**src/hdl/dcad_pkg.sv**
```systemverilog
`default_nettype none
package dcad_pkg;

   // Default sizes of the channel table.
   localparam int CHANNELS       = 16;
   localparam int REQ_BITS       = 8;
   localparam int HANDLER_BITS   = 8;
   // Depth of the queue between front and back; a power of two, at least 2.
   localparam int QUEUE_DEPTH    = 2;
   // Dispatch services at most this many low interrupt lines.
   localparam int DISPATCH_LINES = 16;

   // Fixed widths of the item fields at the ports.
   localparam int FUNC_BITS     = 3;
   localparam int REQ_PORT_BITS = 8;
   localparam int HND_PORT_BITS = 8;
   localparam int CH_PORT_BITS  = 4;
   localparam int IRQ_BITS      = 32;
   localparam int STATUS_BITS   = 2;

   typedef enum logic [FUNC_BITS-1:0] {
      OP_ALLOC    = 3'd0,
      OP_LOOKUP   = 3'd1,
      OP_FREE     = 3'd2,
      OP_CLEAR    = 3'd3,
      OP_DISPATCH = 3'd4
   } op_type;

   typedef enum logic [STATUS_BITS-1:0] {
      ST_OK     = 2'd0,
      ST_MISS   = 2'd1,
      ST_NO_IRQ = 2'd2
   } status_type;

   typedef enum logic [1:0] {
      BK_IDLE,
      BK_EXEC,
      BK_SCAN
   } back_state_type;

   typedef struct packed {
      status_type                status;
      logic [CH_PORT_BITS-1:0]   channel;
      logic [HND_PORT_BITS-1:0]  handler;
      logic [IRQ_BITS-1:0]       ack_bits;
      logic                      last;
   } rsp_type;

endpackage
`default_nettype wire

```
**src/hdl/dcad_front.sv**
```systemverilog
`default_nettype none
module dcad_front #(
   parameter int REQ_BITS     = dcad_pkg::REQ_BITS,
   parameter int HANDLER_BITS = dcad_pkg::HANDLER_BITS,
   parameter int DATA_BITS    = dcad_pkg::FUNC_BITS + REQ_BITS + HANDLER_BITS
                                + dcad_pkg::CH_PORT_BITS + dcad_pkg::IRQ_BITS
) (
   input  wire logic                               accept,
   input  wire logic [dcad_pkg::FUNC_BITS-1:0]     req_func,
   input  wire logic [dcad_pkg::REQ_PORT_BITS-1:0] req_requestor,
   input  wire logic [dcad_pkg::HND_PORT_BITS-1:0] req_handler_id,
   input  wire logic [dcad_pkg::CH_PORT_BITS-1:0]  req_channel,
   input  wire logic [dcad_pkg::IRQ_BITS-1:0]      req_pending,
   input  wire logic [dcad_pkg::IRQ_BITS-1:0]      req_mask,
   output logic                                    push,
   output logic [DATA_BITS-1:0]                    push_data
);

   logic                   known_op;
   logic [REQ_BITS-1:0]    req_key;
   logic [HANDLER_BITS-1:0] hnd_key;
   logic [dcad_pkg::IRQ_BITS-1:0] irq;

   always_comb begin
      unique case (req_func)
         dcad_pkg::OP_ALLOC,
         dcad_pkg::OP_LOOKUP,
         dcad_pkg::OP_FREE,
         dcad_pkg::OP_CLEAR,
         dcad_pkg::OP_DISPATCH: known_op = 1'b1;
         default:               known_op = 1'b0;
      endcase
   end

   // Requestor and handler are kept only in their low bits; unknown functions
   // are dropped here and never reach the queue.
   assign req_key   = REQ_BITS'(req_requestor);
   assign hnd_key   = HANDLER_BITS'(req_handler_id);
   assign irq       = req_pending & ~req_mask;
   assign push      = accept && known_op;
   assign push_data = {req_func, req_key, hnd_key, req_channel, irq};

endmodule
`default_nettype wire

```
**src/hdl/dcad_queue.sv**
```systemverilog
`default_nettype none
module dcad_queue #(
   parameter int DATA_BITS = 8,
   parameter int DEPTH     = dcad_pkg::QUEUE_DEPTH
) (
   input  wire logic                 clock,
   input  wire logic                 reset,
   input  wire logic                 push,
   input  wire logic [DATA_BITS-1:0] push_data,
   input  wire logic                 pop,
   output logic [DATA_BITS-1:0]      pop_data,
   output logic                      full,
   output logic                      empty
);

   localparam int PTR_BITS = (DEPTH > 1) ? $clog2(DEPTH) : 1;
   localparam int CNT_BITS = $clog2(DEPTH + 1);

   logic [DATA_BITS-1:0] slot_ff [DEPTH];
   logic [PTR_BITS-1:0]  wr_ptr_ff, wr_ptr_in;
   logic [PTR_BITS-1:0]  rd_ptr_ff, rd_ptr_in;
   logic [CNT_BITS-1:0]  count_ff, count_in;
   logic                 do_push, do_pop;

   assign full     = (count_ff == CNT_BITS'(DEPTH));
   assign empty    = (count_ff == '0);
   assign do_push  = push && !full;
   assign do_pop   = pop && !empty;
   assign pop_data = slot_ff[rd_ptr_ff];

   always_comb begin
      wr_ptr_in = do_push ? wr_ptr_ff + PTR_BITS'(1) : wr_ptr_ff;
      rd_ptr_in = do_pop  ? rd_ptr_ff + PTR_BITS'(1) : rd_ptr_ff;
      count_in  = count_ff + CNT_BITS'(do_push) - CNT_BITS'(do_pop);
   end

   always_ff @(posedge clock) begin
      if (reset) begin
         wr_ptr_ff <= '0;
         rd_ptr_ff <= '0;
         count_ff  <= '0;
      end else begin
         wr_ptr_ff <= wr_ptr_in;
         rd_ptr_ff <= rd_ptr_in;
         count_ff  <= count_in;
      end
   end

   always_ff @(posedge clock) begin
      if (do_push) begin
         slot_ff[wr_ptr_ff] <= push_data;
      end
   end

endmodule
`default_nettype wire

```
**src/hdl/dcad_back.sv**
```systemverilog
`default_nettype none
module dcad_back #(
   parameter int CHANNELS     = dcad_pkg::CHANNELS,
   parameter int REQ_BITS     = dcad_pkg::REQ_BITS,
   parameter int HANDLER_BITS = dcad_pkg::HANDLER_BITS,
   parameter int DATA_BITS    = dcad_pkg::FUNC_BITS + REQ_BITS + HANDLER_BITS
                                + dcad_pkg::CH_PORT_BITS + dcad_pkg::IRQ_BITS
) (
   input  wire logic                 clock,
   input  wire logic                 reset,
   input  wire logic                 q_empty,
   input  wire logic [DATA_BITS-1:0] q_data,
   output logic                      q_pop,
   output logic                      rsp_valid,
   output dcad_pkg::rsp_type         rsp
);

   localparam int CH_BITS   = (CHANNELS > 1) ? $clog2(CHANNELS) : 1;
   localparam int LINES     = (CHANNELS < dcad_pkg::DISPATCH_LINES) ?
                              CHANNELS : dcad_pkg::DISPATCH_LINES;
   localparam int IRQ_LSB   = 0;
   localparam int CH_LSB    = IRQ_LSB + dcad_pkg::IRQ_BITS;
   localparam int HND_LSB   = CH_LSB + dcad_pkg::CH_PORT_BITS;
   localparam int REQ_LSB   = HND_LSB + HANDLER_BITS;
   localparam int OP_LSB    = REQ_LSB + REQ_BITS;

   // Channel table.
   logic [CHANNELS-1:0]     valid_ff, valid_in;
   logic [REQ_BITS-1:0]     req_tab_ff [CHANNELS];
   logic [HANDLER_BITS-1:0] hnd_tab_ff [CHANNELS];
   logic [CHANNELS-1:0]     tbl_set, tbl_clr;

   // Item being carried out.
   dcad_pkg::op_type              w_op_ff, w_op_in;
   logic [REQ_BITS-1:0]           w_req_ff, w_req_in;
   logic [HANDLER_BITS-1:0]       w_hnd_ff, w_hnd_in;
   logic [dcad_pkg::CH_PORT_BITS-1:0] w_ch_ff, w_ch_in;
   logic [dcad_pkg::IRQ_BITS-1:0] w_irq_ff, w_irq_in;
   logic [CHANNELS-1:0]           remain_ff, remain_in;

   dcad_pkg::back_state_type state_ff, state_in;
   dcad_pkg::rsp_type        rsp_ff, rsp_in;
   logic                     rsp_valid_ff, rsp_valid_in;

   logic [CHANNELS-1:0] match, vacant, serve, lowest;
   logic [CH_BITS-1:0]  match_idx, vacant_idx, serve_idx;

   function automatic logic [CH_BITS-1:0] first_idx(input logic [CHANNELS-1:0] v);
      logic [CH_BITS-1:0] idx;
      logic               hit;
      idx = '0;
      hit = 1'b0;
      for (int i = 0; i < CHANNELS; i++) begin
         if (v[i] && !hit) begin
            idx = CH_BITS'(i);
            hit = 1'b1;
         end
      end
      return idx;
   endfunction

   function automatic logic [dcad_pkg::CH_PORT_BITS-1:0] rsp_ch(
      input logic [CH_BITS-1:0] idx);
      logic [31:0] w;
      w = 32'(idx);
      return w[dcad_pkg::CH_PORT_BITS-1:0];
   endfunction

   function automatic logic [dcad_pkg::HND_PORT_BITS-1:0] rsp_hnd(
      input logic [HANDLER_BITS-1:0] h);
      logic [31:0] w;
      w = 32'(h);
      return w[dcad_pkg::HND_PORT_BITS-1:0];
   endfunction

   // Parallel compares over the whole table.
   always_comb begin
      for (int i = 0; i < CHANNELS; i++) begin
         match[i]  = valid_ff[i] && (req_tab_ff[i] == w_req_ff);
         vacant[i] = !valid_ff[i];
         // Only the low lines are serviced, and only valid entries with a nonzero handler.
         serve[i]  = (i < LINES) && w_irq_ff[i] && valid_ff[i] && (hnd_tab_ff[i] != '0);
      end
   end

   assign match_idx  = first_idx(match);
   assign vacant_idx = first_idx(vacant);
   assign serve_idx  = first_idx((state_ff == dcad_pkg::BK_SCAN) ? remain_ff : serve);
   assign lowest     = ((state_ff == dcad_pkg::BK_SCAN) ? remain_ff : serve)
                       & (~((state_ff == dcad_pkg::BK_SCAN) ? remain_ff : serve)
                          + CHANNELS'(1));

   always_comb begin
      state_in     = state_ff;
      w_op_in      = w_op_ff;
      w_req_in     = w_req_ff;
      w_hnd_in     = w_hnd_ff;
      w_ch_in      = w_ch_ff;
      w_irq_in     = w_irq_ff;
      remain_in    = remain_ff;
      q_pop        = 1'b0;
      tbl_set      = '0;
      tbl_clr      = '0;
      rsp_valid_in = 1'b0;
      rsp_in       = '{status: dcad_pkg::ST_OK, channel: '0, handler: '0,
                       ack_bits: '0, last: 1'b1};

      unique case (state_ff)
         dcad_pkg::BK_IDLE: begin
            if (!q_empty) begin
               q_pop    = 1'b1;
               w_op_in  = dcad_pkg::op_type'(q_data[OP_LSB +: dcad_pkg::FUNC_BITS]);
               w_req_in = q_data[REQ_LSB +: REQ_BITS];
               w_hnd_in = q_data[HND_LSB +: HANDLER_BITS];
               w_ch_in  = q_data[CH_LSB +: dcad_pkg::CH_PORT_BITS];
               w_irq_in = q_data[IRQ_LSB +: dcad_pkg::IRQ_BITS];
               state_in = dcad_pkg::BK_EXEC;
            end
         end

         dcad_pkg::BK_EXEC: begin
            rsp_valid_in = 1'b1;
            state_in     = dcad_pkg::BK_IDLE;
            unique case (w_op_ff)
               dcad_pkg::OP_ALLOC: begin
                  // A requestor that holds a channel gets it back untouched.
                  if (match != '0) begin
                     rsp_in.channel = rsp_ch(match_idx);
                  end else if (vacant != '0) begin
                     rsp_in.channel = rsp_ch(vacant_idx);
                     tbl_set        = vacant & (~vacant + CHANNELS'(1));
                  end else begin
                     rsp_in.status = dcad_pkg::ST_MISS;
                  end
               end
               dcad_pkg::OP_LOOKUP: begin
                  if (match != '0) begin
                     rsp_in.channel = rsp_ch(match_idx);
                  end else begin
                     rsp_in.status = dcad_pkg::ST_MISS;
                  end
               end
               dcad_pkg::OP_FREE: begin
                  if (match != '0) begin
                     rsp_in.channel = rsp_ch(match_idx);
                     tbl_clr        = match & (~match + CHANNELS'(1));
                  end else begin
                     rsp_in.status = dcad_pkg::ST_MISS;
                  end
               end
               dcad_pkg::OP_CLEAR: begin
                  rsp_in.channel = w_ch_ff;
                  if (32'(w_ch_ff) < 32'(CHANNELS)) begin
                     for (int i = 0; i < CHANNELS; i++) begin
                        tbl_clr[i] = (32'(w_ch_ff) == 32'(i));
                     end
                  end else begin
                     rsp_in.status = dcad_pkg::ST_MISS;
                  end
               end
               dcad_pkg::OP_DISPATCH: begin
                  if (w_irq_ff == '0) begin
                     rsp_in.status = dcad_pkg::ST_NO_IRQ;
                  end else if (serve == '0) begin
                     rsp_in.ack_bits = w_irq_ff;
                  end else begin
                     rsp_in.channel  = rsp_ch(serve_idx);
                     rsp_in.handler  = rsp_hnd(hnd_tab_ff[serve_idx]);
                     rsp_in.ack_bits = w_irq_ff;
                     remain_in       = serve & ~lowest;
                     rsp_in.last     = (remain_in == '0);
                     if (remain_in != '0) begin
                        state_in = dcad_pkg::BK_SCAN;
                     end
                  end
               end
               default: begin
                  rsp_valid_in = 1'b0;
               end
            endcase
         end

         dcad_pkg::BK_SCAN: begin
            rsp_valid_in    = 1'b1;
            rsp_in.channel  = rsp_ch(serve_idx);
            rsp_in.handler  = rsp_hnd(hnd_tab_ff[serve_idx]);
            rsp_in.ack_bits = w_irq_ff;
            remain_in       = remain_ff & ~lowest;
            rsp_in.last     = (remain_in == '0);
            if (remain_in == '0) begin
               state_in = dcad_pkg::BK_IDLE;
            end
         end

         default: begin
            state_in = dcad_pkg::BK_IDLE;
         end
      endcase

      valid_in = (valid_ff & ~tbl_clr) | tbl_set;
   end

   always_ff @(posedge clock) begin
      if (reset) begin
         state_ff     <= dcad_pkg::BK_IDLE;
         valid_ff     <= '0;
         rsp_valid_ff <= 1'b0;
         remain_ff    <= '0;
      end else begin
         state_ff     <= state_in;
         valid_ff     <= valid_in;
         rsp_valid_ff <= rsp_valid_in;
         remain_ff    <= remain_in;
      end
   end

   always_ff @(posedge clock) begin
      w_op_ff  <= w_op_in;
      w_req_ff <= w_req_in;
      w_hnd_ff <= w_hnd_in;
      w_ch_ff  <= w_ch_in;
      w_irq_ff <= w_irq_in;
      rsp_ff   <= rsp_in;
      for (int i = 0; i < CHANNELS; i++) begin
         if (tbl_set[i]) begin
            req_tab_ff[i] <= w_req_ff;
            hnd_tab_ff[i] <= w_hnd_ff;
         end
      end
   end

   assign rsp_valid = rsp_valid_ff;
   assign rsp       = rsp_ff;

   a_scan_has_work: assert property (@(posedge clock) disable iff (reset)
      state_ff == dcad_pkg::BK_SCAN |-> remain_ff != '0)
      else $error("dispatch scan running with nothing left to service");

   a_not_last_continues: assert property (@(posedge clock) disable iff (reset)
      rsp_valid_ff && !rsp_ff.last |-> state_ff == dcad_pkg::BK_SCAN)
      else $error("non-final result without a dispatch scan behind it");

   a_no_irq_no_ack: assert property (@(posedge clock) disable iff (reset)
      rsp_valid_ff && rsp_ff.status == dcad_pkg::ST_NO_IRQ |->
         rsp_ff.ack_bits == '0 && rsp_ff.last)
      else $error("no-interrupt result carries acknowledge bits");

   a_table_stable_in_scan: assert property (@(posedge clock) disable iff (reset)
      state_ff == dcad_pkg::BK_SCAN |=> $stable(valid_ff))
      else $error("channel table changed during a dispatch scan");

endmodule
`default_nettype wire

```
**src/hdl/dma_channel_allocator_dispatch.sv**
```systemverilog
`default_nettype none
// Channel    Direction  Handshake                       Fields
// request    in         start && !busy accepts an item  req_func, req_requestor,
//                                                       req_handler_id, req_channel,
//                                                       req_pending, req_mask
// response   out        rsp_valid, no back-pressure       rsp_status, rsp_result_channel,
//                                                       rsp_result_handler, rsp_ack_bits,
//                                                       rsp_last
//
// Items go into a QUEUE_DEPTH-deep queue; busy is high while that queue is full.
// The back end takes an item from the queue while idle, then searches and updates the
// table; a dispatch that services N channels gives N results, one per channel. It takes
// no new item from the queue until it is through with the current one.
// Synchronous reset frees every channel and empties the queue.
// Results cannot be stalled: each is shown for exactly one cycle.
module dma_channel_allocator_dispatch #(
   parameter int CHANNELS     = dcad_pkg::CHANNELS,
   parameter int REQ_BITS     = dcad_pkg::REQ_BITS,
   parameter int HANDLER_BITS = dcad_pkg::HANDLER_BITS,
   parameter int QUEUE_DEPTH  = dcad_pkg::QUEUE_DEPTH
) (
   input  wire logic                               clock,
   input  wire logic                               reset,
   input  wire logic                               start,
   output logic                                    busy,
   input  wire logic [dcad_pkg::FUNC_BITS-1:0]     req_func,
   input  wire logic [dcad_pkg::REQ_PORT_BITS-1:0] req_requestor,
   input  wire logic [dcad_pkg::HND_PORT_BITS-1:0] req_handler_id,
   input  wire logic [dcad_pkg::CH_PORT_BITS-1:0]  req_channel,
   input  wire logic [dcad_pkg::IRQ_BITS-1:0]      req_pending,
   input  wire logic [dcad_pkg::IRQ_BITS-1:0]      req_mask,
   output logic                                    rsp_valid,
   output logic [dcad_pkg::STATUS_BITS-1:0]        rsp_status,
   output logic [dcad_pkg::CH_PORT_BITS-1:0]       rsp_result_channel,
   output logic [dcad_pkg::HND_PORT_BITS-1:0]      rsp_result_handler,
   output logic [dcad_pkg::IRQ_BITS-1:0]           rsp_ack_bits,
   output logic                                    rsp_last
);

   localparam int DATA_BITS = dcad_pkg::FUNC_BITS + REQ_BITS + HANDLER_BITS
                              + dcad_pkg::CH_PORT_BITS + dcad_pkg::IRQ_BITS;

   logic                 accept;
   logic                 push, pop, q_full, q_empty;
   logic [DATA_BITS-1:0] push_data, pop_data;
   dcad_pkg::rsp_type    rsp;

   assign busy   = q_full;
   assign accept = start && !q_full;

   dcad_front #(
      .REQ_BITS     (REQ_BITS),
      .HANDLER_BITS (HANDLER_BITS),
      .DATA_BITS    (DATA_BITS)
   ) u_front (
      .accept         (accept),
      .req_func       (req_func),
      .req_requestor  (req_requestor),
      .req_handler_id (req_handler_id),
      .req_channel    (req_channel),
      .req_pending    (req_pending),
      .req_mask       (req_mask),
      .push           (push),
      .push_data      (push_data)
   );

   dcad_queue #(
      .DATA_BITS (DATA_BITS),
      .DEPTH     (QUEUE_DEPTH)
   ) u_queue (
      .clock     (clock),
      .reset     (reset),
      .push      (push),
      .push_data (push_data),
      .pop       (pop),
      .pop_data  (pop_data),
      .full      (q_full),
      .empty     (q_empty)
   );

   dcad_back #(
      .CHANNELS     (CHANNELS),
      .REQ_BITS     (REQ_BITS),
      .HANDLER_BITS (HANDLER_BITS),
      .DATA_BITS    (DATA_BITS)
   ) u_back (
      .clock     (clock),
      .reset     (reset),
      .q_empty   (q_empty),
      .q_data    (pop_data),
      .q_pop     (pop),
      .rsp_valid (rsp_valid),
      .rsp       (rsp)
   );

   assign rsp_status         = rsp.status;
   assign rsp_result_channel = rsp.channel;
   assign rsp_result_handler = rsp.handler;
   assign rsp_ack_bits       = rsp.ack_bits;
   assign rsp_last           = rsp.last;

endmodule
`default_nettype wire
```
**config.mk**
```make
export PLATFORM = sky130hd
export DESIGN_NAME = dma_channel_allocator_dispatch
export DESIGN_NICKNAME = d
export VERILOG_FILES = /design/src/hdl/dcad_pkg.sv /design/src/hdl/dcad_front.sv /design/src/hdl/dcad_queue.sv /design/src/hdl/dcad_back.sv /design/src/hdl/dma_channel_allocator_dispatch.sv
export SDC_FILE = /design/constraint.sdc
export NUM_CORES = 1
export LEC_CHECK = 0
export BUFFER_PORTS_ARGS = -buffer_cell sky130_fd_sc_hd__buf_4
export CELL_PAD_IN_SITES_DETAIL_PLACEMENT = 0
export CELL_PAD_IN_SITES_GLOBAL_PLACEMENT = 1
export CORE_MARGIN = 5
export CORE_UTILIZATION = 40
export CTS_CLUSTER_SIZE = 16
export DETAILED_ROUTE_END_ITERATION = 8
export PLACE_DENSITY = 0.7
export SETUP_SLACK_MARGIN = 0.15
export SLEW_MARGIN = 10
export SYNTH_ARGS = -nofsm -noshare
export SYNTH_HDL_FRONTEND = slang
export SYNTH_SLANG_ARGS = --single-unit
```
**constraint.sdc**
```tcl
create_clock -name clock -period 11.3 [get_ports clock]
set_input_delay 3.39 -clock clock [delete_from_list [all_inputs] [get_ports clock]]
set_output_delay 3.39 -clock clock [all_outputs]
set_load 0.02 [all_outputs]
```
* Word-level counts from Yosys, hierarchy flattened
Memory sizes are Yosys's and may differ from the RTL's. A register that Yosys moved wholly into a read port is not among the register bits. Cells that the tools add are included.
Storage, ports and cells: flip-flop bits (word level) 86, memory bits (writable) 366, output and inout bits 49, logic and storage cells 559, memories 3
Memory list:
- u_back.hnd_tab_ff | depth 16, bits a word 8, rd ports 17, clocked after memory_dff 0, write ports 1, line dcad_back.sv:30 | logic [HANDLER_BITS-1:0] hnd_tab_ff [CHANNELS];
- u_back.req_tab_ff | depth 16, bits a word 8, rd ports 16, clocked after memory_dff 0, write ports 1, line dcad_back.sv:29 | logic [REQ_BITS-1:0] req_tab_ff [CHANNELS];
- u_queue.slot_ff | depth 2, bits a word 55, rd ports 1, clocked after memory_dff 1, write ports 1, line dcad_queue.sv:19 | logic [DATA_BITS-1:0] slot_ff [DEPTH];
Cells by class: add/subtract/negate cells 7, equal/unequal tests 47, muxes and demuxes 251, bitwise gates (word level) 15, reduce and logical (&&, ||, !) cells 224
Operator list (count):
- $mux W8 | 30
- $reduce_or A8 Y1 | 30
- $mux W4 | 57
- $mux W16 | 10
- $eq A8 B8 Y1 | 16
- $reduce_bool A8 Y1 | 16
- $mux W1 | 119
- $logic_and A1 B1 Y1 | 97
- $and A16 B16 Y16 | 6
- $pmux W45 S2 | 1
- $not A16 Y16 | 5
- $pmux W16 S2 | 2
- $logic_not A1 Y1 | 62
- $add A16 B1 Y16 const B | 3
- $logic_not A16 Y1 | 3
- $reduce_bool A16 Y1 | 3
- $mux W45 | 1
- $mux W41 | 1
- $mux W3 | 12
- $and A32 B32 Y32 | 1
- $eq A4 B4 Y1 const B | 8
- $logic_not A32 Y1 | 1
- $not A32 Y32 | 1
- $mux W2 | 14
- 26 further kinds | 45

* Logic depth before layout (Yosys ltp)
Gate-level depths: netlist of the first run. An unclocked memory read counts as a cell.
depth after elaboration 55, mapped depth 15

* By module
A second synthesis of the first run with hierarchy kept.
Second synthesis, totals: cells, all modules 1581, area, all modules 21906.0 um2
By module, submodules not included:
- dcad_back | instances 1, cells an instance 1325, area an instance 17309.1 um2
- dcad_queue | instances 1, cells an instance 198, area an instance 4199.0 um2
- dcad_front | instances 1, cells an instance 57, area an instance 384.1 um2
- dma_channel_allocator_dispatch | instances 1, cells an instance 1, area an instance 13.8 um2

* Worst setup path after synthesis of the first run
No wires, ideal clock.
path kind input port to flip-flop, start in req_func[1] (netlist name), end mem u_queue.slot_ff[0][0] (netlist name), enable pin, arrival 6020 ps, data required time 10832 ps, path slack 4811 ps, stages on the path 3, path buffers 0, cells stage by stage o21ai_0 -> nand3b_1 -> nor2_1
On the way: longest elaborated chain between the ends 7, elaborated cells on any way between the ends 11
RTL lines:
- start, declared | line dma_channel_allocator_dispatch.sv:26 | input wire logic [dcad_pkg::FUNC_BITS-1:0] req_func,
- $eq A3 B1 Y1 (tied with other cells) | line dcad_front.sv:25 | unique case (req_func)
- $reduce_or A5 Y1 * | line dcad_front.sv:25
- $mux W1 * | line dcad_front.sv:25
- $logic_and A1 B1 Y1 * | line dcad_front.sv:40 | assign push = accept && known_op;
- $logic_and A1 B1 Y1 * | line dcad_queue.sv:27 | assign do_push = push && !full;
- $mux W1 * | line dcad_queue.sv:50 | if (do_push) begin
- $mux W1 (not written as such) * | line dcad_queue.sv:51 | slot_ff[wr_ptr_ff] <= push_data;
- end, declared | line dcad_queue.sv:19
Mark *: on every way between the ends. The rest lies on a longest branch, timed or not.

==> summary.txt, run 1 <==
Run status
  – Status: finished clean

Clock network
  – Clk slew on worst S/H paths: 60 ps
  – Clock Sinks: 507
  – Root buffer selected by CTS: clkbuf_16
  – H-tree lvl count: 2
  – Num CTS Buffers: 52
  – Post_cts resized: 0
  – Setup Buffers After CTS: 0
  – Worst-skew pair later-pin latency: 610 ps
  – Cts hold-fix bufs: 0
  – Longest Clk Path Bufs: 3
  – CTS tree: yes

Placed design
  – Final RePlAce weighted congestion: 0.924
  – Placed Area: 23,700 um^2
  – PortBufs: 138
  – Worst slack, placed: 5630 ps
  – Hpwl dp: 41,000 um

Timing
  – Worst-margin pin slew: 1090 ps
  – Fmax: 0.190 GHz
  – # setup viols final: 0
  – Clock skew: 18.2 ps
  – Final TNS setup: 0 ps
  – Final Critical Period: 5260 ps
  – Max_slew headroom: 26.9%
  – Final critical-path share of the clock period: 46.5%
  – Slew Limit Fails: 0
  – Final WS setup: 6040 ps
  – RSZ-0062 raised after global routing: no
  – Hold Fails Final Rpt: 0

Logic synthesis
  – Synth Flop Type: edfxtp_1
  – Syn_nets: 1,707
  – Sequential area share after synthesis: 66.0%
  – Avg Inst Size Synth: 13.5 um^2
  – Total number of yosys warnings: 0
  – Post-synth EDFFs: 421
  – Seq cells post-synth: 507
  – Yosys top cell area share: 58.1%
  – Post-Synthesis Cells: 1,612
  – Cell area after synthesis: 21,800 um^2
  – Netlist cell types: 82
  – Post-synth top cells: 421 x edfxtp_1, 131 x xnor2_1, 102 x nand2_1
  – Asr flop ratio synth: 0%
  – Yosys top cell by area: edfxtp_1
  – Largest cells by area after synthesis: edfxtp_1 58%, dfxtp_1 7.9%, xnor2_1 5.3%
  – Most common cell in the netlist: edfxtp_1

Setup path
  – Crit-path slowest cell: nor4_2
  – Critical Path AT: 5700 ps
  – CP peak stage delay: 920 ps
  – Crit-path cells: inv_1 -> ha_1 -> buf_4 -> clkinv_1 -> o2111ai_2 -> nand4_4 -> nor4_2 -> nand3_1 -> buf_4 -> o21ai_2 -> buf_4 -> a211oi_1 -> a2111o_1 -> nor4b_1
  – Critical Path Sink Type: flop
  – CP Buf/Inv Count: 5
  – Most used cell, CP: buf_4
  – Worst EP required: 11,740 ps
  – CP max FO: 43
  – Critical path's top delay family: simple AND/OR/NAND/NOR gates
  – Type of origin of the critical path: flop
  – WS Path Type: reg -> reg

Global route
  – Total global routing overflow: 0
  – First-pass GRT wire length: 86,700 um
  – Largest net degree at the start of global routing: 57
  – Number of global-route vias before repair: 13,800
  – Initial antenna violation count: 0
  – Total GRT Usage: 19.0%

Power
  – Flop pwr share: 50.4%
  – P_sw: 1.36 mW
  – Switching Fraction: 27.5%
  – Clock power frac: 34.9%
  – Internal: 3.58 mW
  – Pwr per Cell Area: 194 nW/um^2
  – Leakage: 8.35 nW
  – Logic pwr share: 14.7%
  – VDD IR-drop max: 0.180 mV

Route
  – DRT iter0 DRCs: 1,251
  – WL per Instance: 23.2 um
  – Total iterations of the first detailed-routing run: 7
  – WL final: 58,100 um
  – Number of vias per cell: 5.59
  – Vias: 14,000
  – Post-DRT Antenna Nets: 0
  – DRC viols: 0

Die
  – Die width: 243 um
  – Die height: 243 um
  – Die area: 59,200 um^2
  – Row cnt: 85
  – Initial Util: 40.4%
  – IO Count: 139
  – Core ar.: 53,900 um^2

Cells and area
  – Layout cells sized above 1: 19.1%
  – Fillers: 4,682
  – Syn-to-layout area delta: 16.8%
  – Diode count: 0
  – # nets final: 1,857
  – Finished Cell Area: 25,400 um^2

Run
  – Max-cap violations: 0

Min path
  – Hold Crit Class: reg -> reg
==> routing by layer <==
metal / vias to the layer above / global-route usage [%] / share of wire [%]
li1: 6535 / - / -
met5: - / 0 / 0
met1: 6927 / 26.2 / 44
met3: 83 / 2.84 / 5.2
met4: 0 / 5.72 / 2.6
met2: 432 / 31.4 / 48
==> state kept, by name (all words and copies together) (netlist names) <==
name,count
u_back.hnd_tab_ff,128
u_back.req_tab_ff,128
u_queue.slot_ff,110
u_back.rsp,47
u_back.w_irq_ff,32
u_back.remain_ff,16
u_back.valid_ff,16
u_back.w_hnd_ff,8
u_back.w_req_ff,8
u_back.w_ch_ff,4
u_back.w_op_ff,3
u_back.state_ff,2
u_queue.count_ff,2
u_back.rsp_valid,1
u_queue.rd_ptr_ff,1
u_queue.wr_ptr_ff,1
==> cells by family after synthesis <==
logic type,after synthesis,share of synthesized area [%]
DFF,507,66.0
adders and majority gates,5,0.287
buffers and inverters,91,1.81
and+or+nand+nor,515,12.9
AOI/OAI and AO/OA,283,9.70
muxes,79,3.98
xor gates and xnor gates,132,5.31
==> path summary, 6_finish.rpt <==
kind,from,endpoint,slack (ps),cells after the start
setup / recovery,u_back.state_ff[0],u_back.rsp[40],6040,14
hold / removal,u_back.remain_ff[6],u_back.remain_ff[6],470,2
setup reg to reg,u_back.state_ff[0],u_back.rsp[40],6040,14
hold reg to reg,u_back.remain_ff[6],u_back.remain_ff[6],470,2
==> tightest hold or removal path: stages, from the launching register on <==
cell	delay (ps)
dfxtp_1	320
nand2_1	60
a21oi_1	50
==> through the flow <==
stage	power [mW]	instances	utilization, %	hold slack, ps
finish	4.94	2502	47.2	474
global route	5.13	2502	47.2	504
CTS	4.98	2502	47.1	477
detailed placement	3.26	2404	43.9	468
global placement	3.25	2404	43.9	460
floorplan	2.94	1612	-	445
==> power by group through the flow <==
stage	combinational [mW]	clock [mW]	sequential, mW
floorplan	0.490	0	2.45
global placement	0.721	0	2.52
detailed placement	0.731	0	2.53
CTS	0.735	1.76	2.49
global route	0.793	1.84	2.50
finish	0.725	1.72	2.49
==> placed cells by master, fill, tap and decap left out, types with 8 or more instances in the layout <==
cell	synthesis	layout
a21oi_1	44	44
and2_1	64	64
and3_1	11	11
o21ai_0	22	22
mux2_2	56	56
nor3_1	41	36
a221oi_1	22	22
or3_1	14	14
nor4_1	37	35
o21a_1	8	8
nor2b_1	41	40
a311oi_1	9	9
mux2i_1	22	22
a31oi_1	19	19
nand3_1	48	48
buf_4	3	170
inv_1	15	15
xnor2_1	131	131
clkbuf_16	0	52
or4_1	16	16
nand4_1	43	43
nand2_1	102	102
edfxtp_1	421	421
a211oi_1	34	34
nor2_1	61	59
a21o_1	8	8
o211a_1	20	20
o211ai_1	16	16
clkbuf_1	47	13
clkinv_1	2	12
dfxtp_1	86	85
==> area by class of cell <==
class | instances | area, um^2 | share of cell area, %
clock buffer | 69 | 1410 | 5.52
clock inverter | 29 | 330 | 1.30
inverter | 17 | 63.8 | 0.251
multi-input combinational | 1014 | 7120 | 28.0
sequential | 507 | 14400 | 56.5
tap | 696 | 871 | 3.42
timing repair buffer | 170 | 1280 | 5.02
Note: power is estimated with default switching activity, not from simulation.
==> run 2: changes to the inputs <==
Clock period 11.3 ns to 5.4 ns, I/O delays scaled along.
==> summary.txt, run 2 (synthesis gave the netlist of run 1 again) <==
Run status
  – Status: finished clean

Setup path
  – R2r endpoint: u_back.rsp[33]
  – Critical Path AT: 4970 ps
  – Crit-path slowest cell: a21oi_4
  – Worst setup path endpoint: u_back.rsp[33]
  – Type of origin of the critical path: flop
  – WS Path Type: reg -> reg
  – CP peak stage delay: 650 ps
  – Worst setup startpoint: u_back.hnd_tab_ff[4][0]
  – R2r startpoint: u_back.hnd_tab_ff[4][0]
  – Crit-path cells: nor4_1 -> a211oi_1 -> nor4bb_1 -> nand4_1 -> a21o_1 -> a21oi_4 -> mux2i_1 -> a2111oi_0 -> o211a_1
  – Worst EP required: 5950 ps
  – Worst R2R Path Depth: 9
  – Critical Path Sink Type: flop
  – CP max FO: 18
  – R2r setup slk: 980 ps

Cells and area
  – Diode count: 0
  – Most common cell after layout, fill and taps aside: edfxtp_1
  – Most frequent cells in the layout: 421 x edfxtp_1, 188 x buf_4, 131 x xnor2_1
  – Fillers: 4,760
  – # nets final: 1,877
  – Final Core Density: 47.7%
  – Layout cells sized above 1: 20.3%
  – Syn-to-layout area delta: 18.1%
  – Biggest regs: u_back.hnd_tab_ff x128, u_back.req_tab_ff x128, u_queue.slot_ff x110

Global route
  – Number of global-route vias before repair: 14,300
  – Largest net degree at the start of global routing: 57
  – First-pass GRT wire length: 91,200 um
  – Total global routing overflow: 0
  – Total GRT Usage: 20.1%
  – Initial antenna violation count: 0

Power
  – Total power: 10.6 mW
  – VDD IR-drop max: 0.274 mV
  – Leakage: 8.51 nW
  – Pwr per Cell Area: 414 nW/um^2

Placed design
  – Worst slack, placed: 1020 ps
  – Final RePlAce weighted congestion: 0.916
  – PortBufs: 138
  – Hpwl dp: 44,500 um

Clock network
  – H-tree lvl count: 2
  – Post_cts resized: 0
  – Longest Clk Path Bufs: 3
  – Num CTS Buffers: 53
  – CTS tree: yes
  – Worst-skew pair later-pin latency: 630 ps
  – Clock Sinks: 507
  – Root buffer selected by CTS: clkbuf_16
  – Setup Buffers After CTS: 0
  – Cts hold-fix bufs: 0
  – Clk slew on worst S/H paths: 60 ps

Timing
  – Final TNS setup: 0 ps
  – Final Critical Period: 4420 ps
  – Min Hold Slack: 473 ps
  – Hold Fails Final Rpt: 0
  – Max_slew headroom: 32.8%
  – Final WS setup: 983 ps
  – Clock skew: 41.2 ps
  – RSZ-0062 raised after global routing: no
  – Slew Limit Fails: 0
  – Final critical-path share of the clock period: 81.8%
  – Fmax: 0.226 GHz
  – Worst-margin pin slew: 1010 ps
  – # setup viols final: 0

Die
  – Initial Util: 40.4%
  – Die area: 59,200 um^2
  – Die width: 243 um
  – IO Count: 139
  – Die height: 243 um
  – Core ar.: 53,900 um^2
  – Row cnt: 85

Route
  – WL per Instance: 24.3 um
  – Vias: 14,300
  – WL final: 61,400 um
  – Post-DRT Antenna Nets: 0
  – DRC viols: 0
  – DRT iter0 DRCs: 1,360
  – Total iterations of the first detailed-routing run: 5
  – Number of vias per cell: 5.68

Run
  – Max-cap violations: 0

Min path
  – Hold Crit Class: reg -> reg
==> run 2: cell types whose count changed in the layout (fill, tap and decap cells not counted), sizes merged <==
cell / delta
bufinv: +3
buf: +19
inv: -1
clkbuf: +3
clkinv: -3
==> run 2: final cells by class <==
| class | count | area, um^2 | area share, % |
|---|---|---|---|
| clock inverter | 28 | 425 | 1.65 |
| tap | 696 | 871 | 3.39 |
| clock buffer | 72 | 1450 | 5.64 |
| multi-input combinational | 1014 | 7110 | 27.6 |
| timing repair buffer | 189 | 1430 | 5.57 |
| sequential | 507 | 14400 | 55.9 |
| inverter | 17 | 63.8 | 0.248 |
==> run 2: metrics by stage <==
step	instance area [um^2]	std cells
3_5_place_dp	23800	2423
4_1_cts	25700	2523
2_1_floorplan	21800	1612
3_3_place_gp	23800	2423
6_report	25700	2523
5_1_grt	25700	2523
==> run 2: worst min path at each step <==
| stage | from | to | slack [ps] | cells past startpoint |
|---|---|---|---|---|
| after global placement | u_back.remain_ff[12] | u_back.remain_ff[12] | 460 | 2 |
| after global routing | u_back.w_irq_ff[29] | u_back.rsp[30] | 490 | 1 |
| after detailed placement | u_back.remain_ff[12] | u_back.remain_ff[12] | 470 | 2 |
| final | u_back.remain_ff[12] | u_back.remain_ff[12] | 470 | 2 |
| after CTS | u_back.remain_ff[12] | u_back.remain_ff[12] | 480 | 2 |
| after floorplan | u_back.remain_ff[12] | u_back.remain_ff[12] | 450 | 2 |
==> run 2: routing by layer <==
metal | wire, um | global-route usage [%]
met1 | 26600 | 27.5
met5 | 0 | 0
met2 | 29400 | 33.2
met3 | 3570 | 3.47
met4 | 1820 | 6.09
==> run 2: worst max-delay path, delay by kind of cell, from the launching register on <==
| kind | cells | cell delay, ps |
|---|---|---|
| AOI/OAI and AO/OA | 5 | 2150 |
| DFF | 1 | 390 |
| muxes | 1 | 230 |
| and+or+nand+nor | 3 | 1560 |
==> run 2: where the power goes <==
part	switching, mW	internal (mW)	total [mW]
logic	0.847	0.605	1.45
registers	0.524	4.83	5.35
clock network	1.55	2.29	3.84
==> run 3: changes to the inputs <==
Settings changed: PLACE_DENSITY 0.7 to 0.72.
Clock period 5.4 ns to 3.8 ns, I/O delays scaled along.
==> summary.txt, run 3 (synthesis gave the netlist of run 1 again) <==
Global route
  – Largest net degree at the start of global routing: 57
  – Total GRT Usage: 20.0%
  – Total global routing overflow: 0
  – Initial antenna violation count: 1
  – Number of global-route vias before repair: 14,600
  – First-pass GRT wire length: 91,400 um

Route
  – WL per Instance: 23.4 um
  – WL final: 61,900 um
  – Post-DRT Antenna Nets: 0
  – Vias: 14,900
  – DRC viols: 0
  – DRT iter0 DRCs: 1,259
  – Total iterations of the first detailed-routing run: 5
  – Number of vias per cell: 5.63

Timing
  – Clock skew: 22.0 ps
  – Min Hold Slack: 475 ps
  – Hold Fails Final Rpt: 0
  – Final critical-path share of the clock period: 97.1%
  – Final Critical Period: 3690 ps
  – Worst-margin pin slew: 975 ps
  – RSZ-0062 raised after global routing: yes
  – Final TNS setup: 0 ps
  – # setup viols final: 0
  – Max_slew headroom: 35.0%
  – Slew Limit Fails: 0
  – Fmax: 0.271 GHz

Power
  – Pwr per Cell Area: 553 nW/um^2
  – Leakage: 9.24 nW
  – VDD IR-drop max: 0.441 mV

Setup path
  – Type of origin of the critical path: flop
  – Crit-path cells: or4_4 -> o211ai_1 -> buf_4 -> o2111ai_4 -> or4_4 -> buf_8 -> buf_6 -> o31ai_4 -> o211ai_1 -> o31a_1 -> a21oi_2 -> mux2_4
  – CP max FO: 5
  – Worst EP required: 4300 ps
  – Critical Path Sink Type: flop
  – CP peak stage delay: 550 ps
  – Critical path's top delay family: compound AO/OA/AOI/OAI gates
  – CP Buf/Inv Count: 3
  – Critical Path AT: 4190 ps
  – WS Path Type: reg -> reg
  – Crit-path slowest cell: or4_4

Cells and area
  – Most common cell after layout, fill and taps aside: edfxtp_1
  – Syn-to-layout area delta: 24.5%
  – # nets final: 1,997
  – Layout cells sized above 1: 27.3%
  – Reg area: 14,400 um^2
  – Most frequent cells in the layout: 421 x edfxtp_1, 294 x buf_4, 131 x xnor2_1
  – Footprint of the multi-input gates: 7500 um^2
  – Fillers: 4,605
  – Biggest regs: u_back.hnd_tab_ff x128, u_back.req_tab_ff x128, u_queue.slot_ff x110

Clock network
  – Worst-skew pair later-pin latency: 620 ps
  – Clk slew on worst S/H paths: 60 ps
  – Longest Clk Path Bufs: 3
  – CTS tree: yes
  – H-tree lvl count: 2
  – Num CTS Buffers: 52
  – Clock Sinks: 507
  – Root buffer selected by CTS: clkbuf_16

Run status
  – Status: finished clean

Die
  – Initial Util: 40.4%
  – IO Count: 139
  – Die width: 243 um
  – Row cnt: 85
  – Core ar.: 53,900 um^2
  – Die height: 243 um
  – Die area: 59,200 um^2

Placed design
  – Hpwl dp: 44,000 um
  – Final RePlAce weighted congestion: 0.993
  – PortBufs: 138

Min path
  – Hold Crit Class: reg -> reg

Run
  – Max-cap violations: 0
==> run 3: cell type report <==
| type | count | share of cell area (%) |
|---|---|---|
| diodes | 1 | 0.00924 |
| clock buffers | 66 | 5.26 |
| clock inverters | 32 | 1.40 |
| inverters | 17 | 0.236 |
| multi-input cells | 1015 | 27.7 |
| flip-flops and latches | 507 | 53.0 |
| well taps | 696 | 3.21 |
| repair buffers | 309 | 9.17 |
==> run 3: final timing paths <==
kind                                         startpoint            endpoint  slack [ps]  depth (start not counted)
worst min register to register      u_back.w_irq_ff[30]      u_back.rsp[31]         480                          1
worst max-delay path            u_back.hnd_tab_ff[7][0]  u_back.state_ff[1]         110                         12
worst max register to register  u_back.hnd_tab_ff[7][0]  u_back.state_ff[1]         110                         12
worst min-delay path                u_back.w_irq_ff[30]      u_back.rsp[31]         480                          1
==> run 3: metal layers <==
metal  global-route usage, %  up-vias  part of all wire (%)  routed length (um)
met5                       0        -                     0                   0
met4                    7.29        0                   3.7                2310
met3                    2.33      120                   5.1                3160
met2                    32.4      499                    48               29600
met1                    28.1     7439                    43               26900
li1                        -     6828                     -                   -
==> run 3: stage by stage <==
step / utilization (%) / cells / power [mW] / setup slack (ps) / instance area (um^2)
floorplan: - / 1612 / 8.74 / -439 / 21900
global placement: 45.9 / 2522 / 9.76 / -360 / 24800
detailed placement: 45.9 / 2522 / 9.82 / -347 / 24800
CTS: 49.8 / 2629 / 15.1 / -11.5 / 26900
global route: 50.2 / 2643 / 15.6 / 5.02 / 27100
finish: 50.2 / 2643 / 15.0 / 109 / 27100
==> run 3: worst register-to-register path, cell delays in order (launching register included) <==
cell and delay, ps:
edfxtp_1 380, or4_4 550, o211ai_1 350, buf_4 220
o2111ai_4 120, or4_4 450, buf_8 160, buf_6 120
o31ai_4 170, o211ai_1 210, o31a_1 390, a21oi_2 150
mux2_4 310
==> run 3: repair_timing <==
| item | CTS | global route |
|---|---|---|
| cloned | 1 | 2 |
| pin swaps | 12 | 14 |
| hold endpoints to repair | 0 | 0 |
| setup endpoints to repair | 11 | 61 |
| resized for setup | 38 | 20 |
| setup buffers | 8 | 11 |
| hold buffers | 0 | 0 |
==> run 3: report_power, final <==
part / internal, mW / total [mW] / switching [mW]
clock network: 3.09 / 5.28 / 2.18
registers: 6.85 / 7.39 / 0.538
logic: 0.928 / 2.31 / 1.38
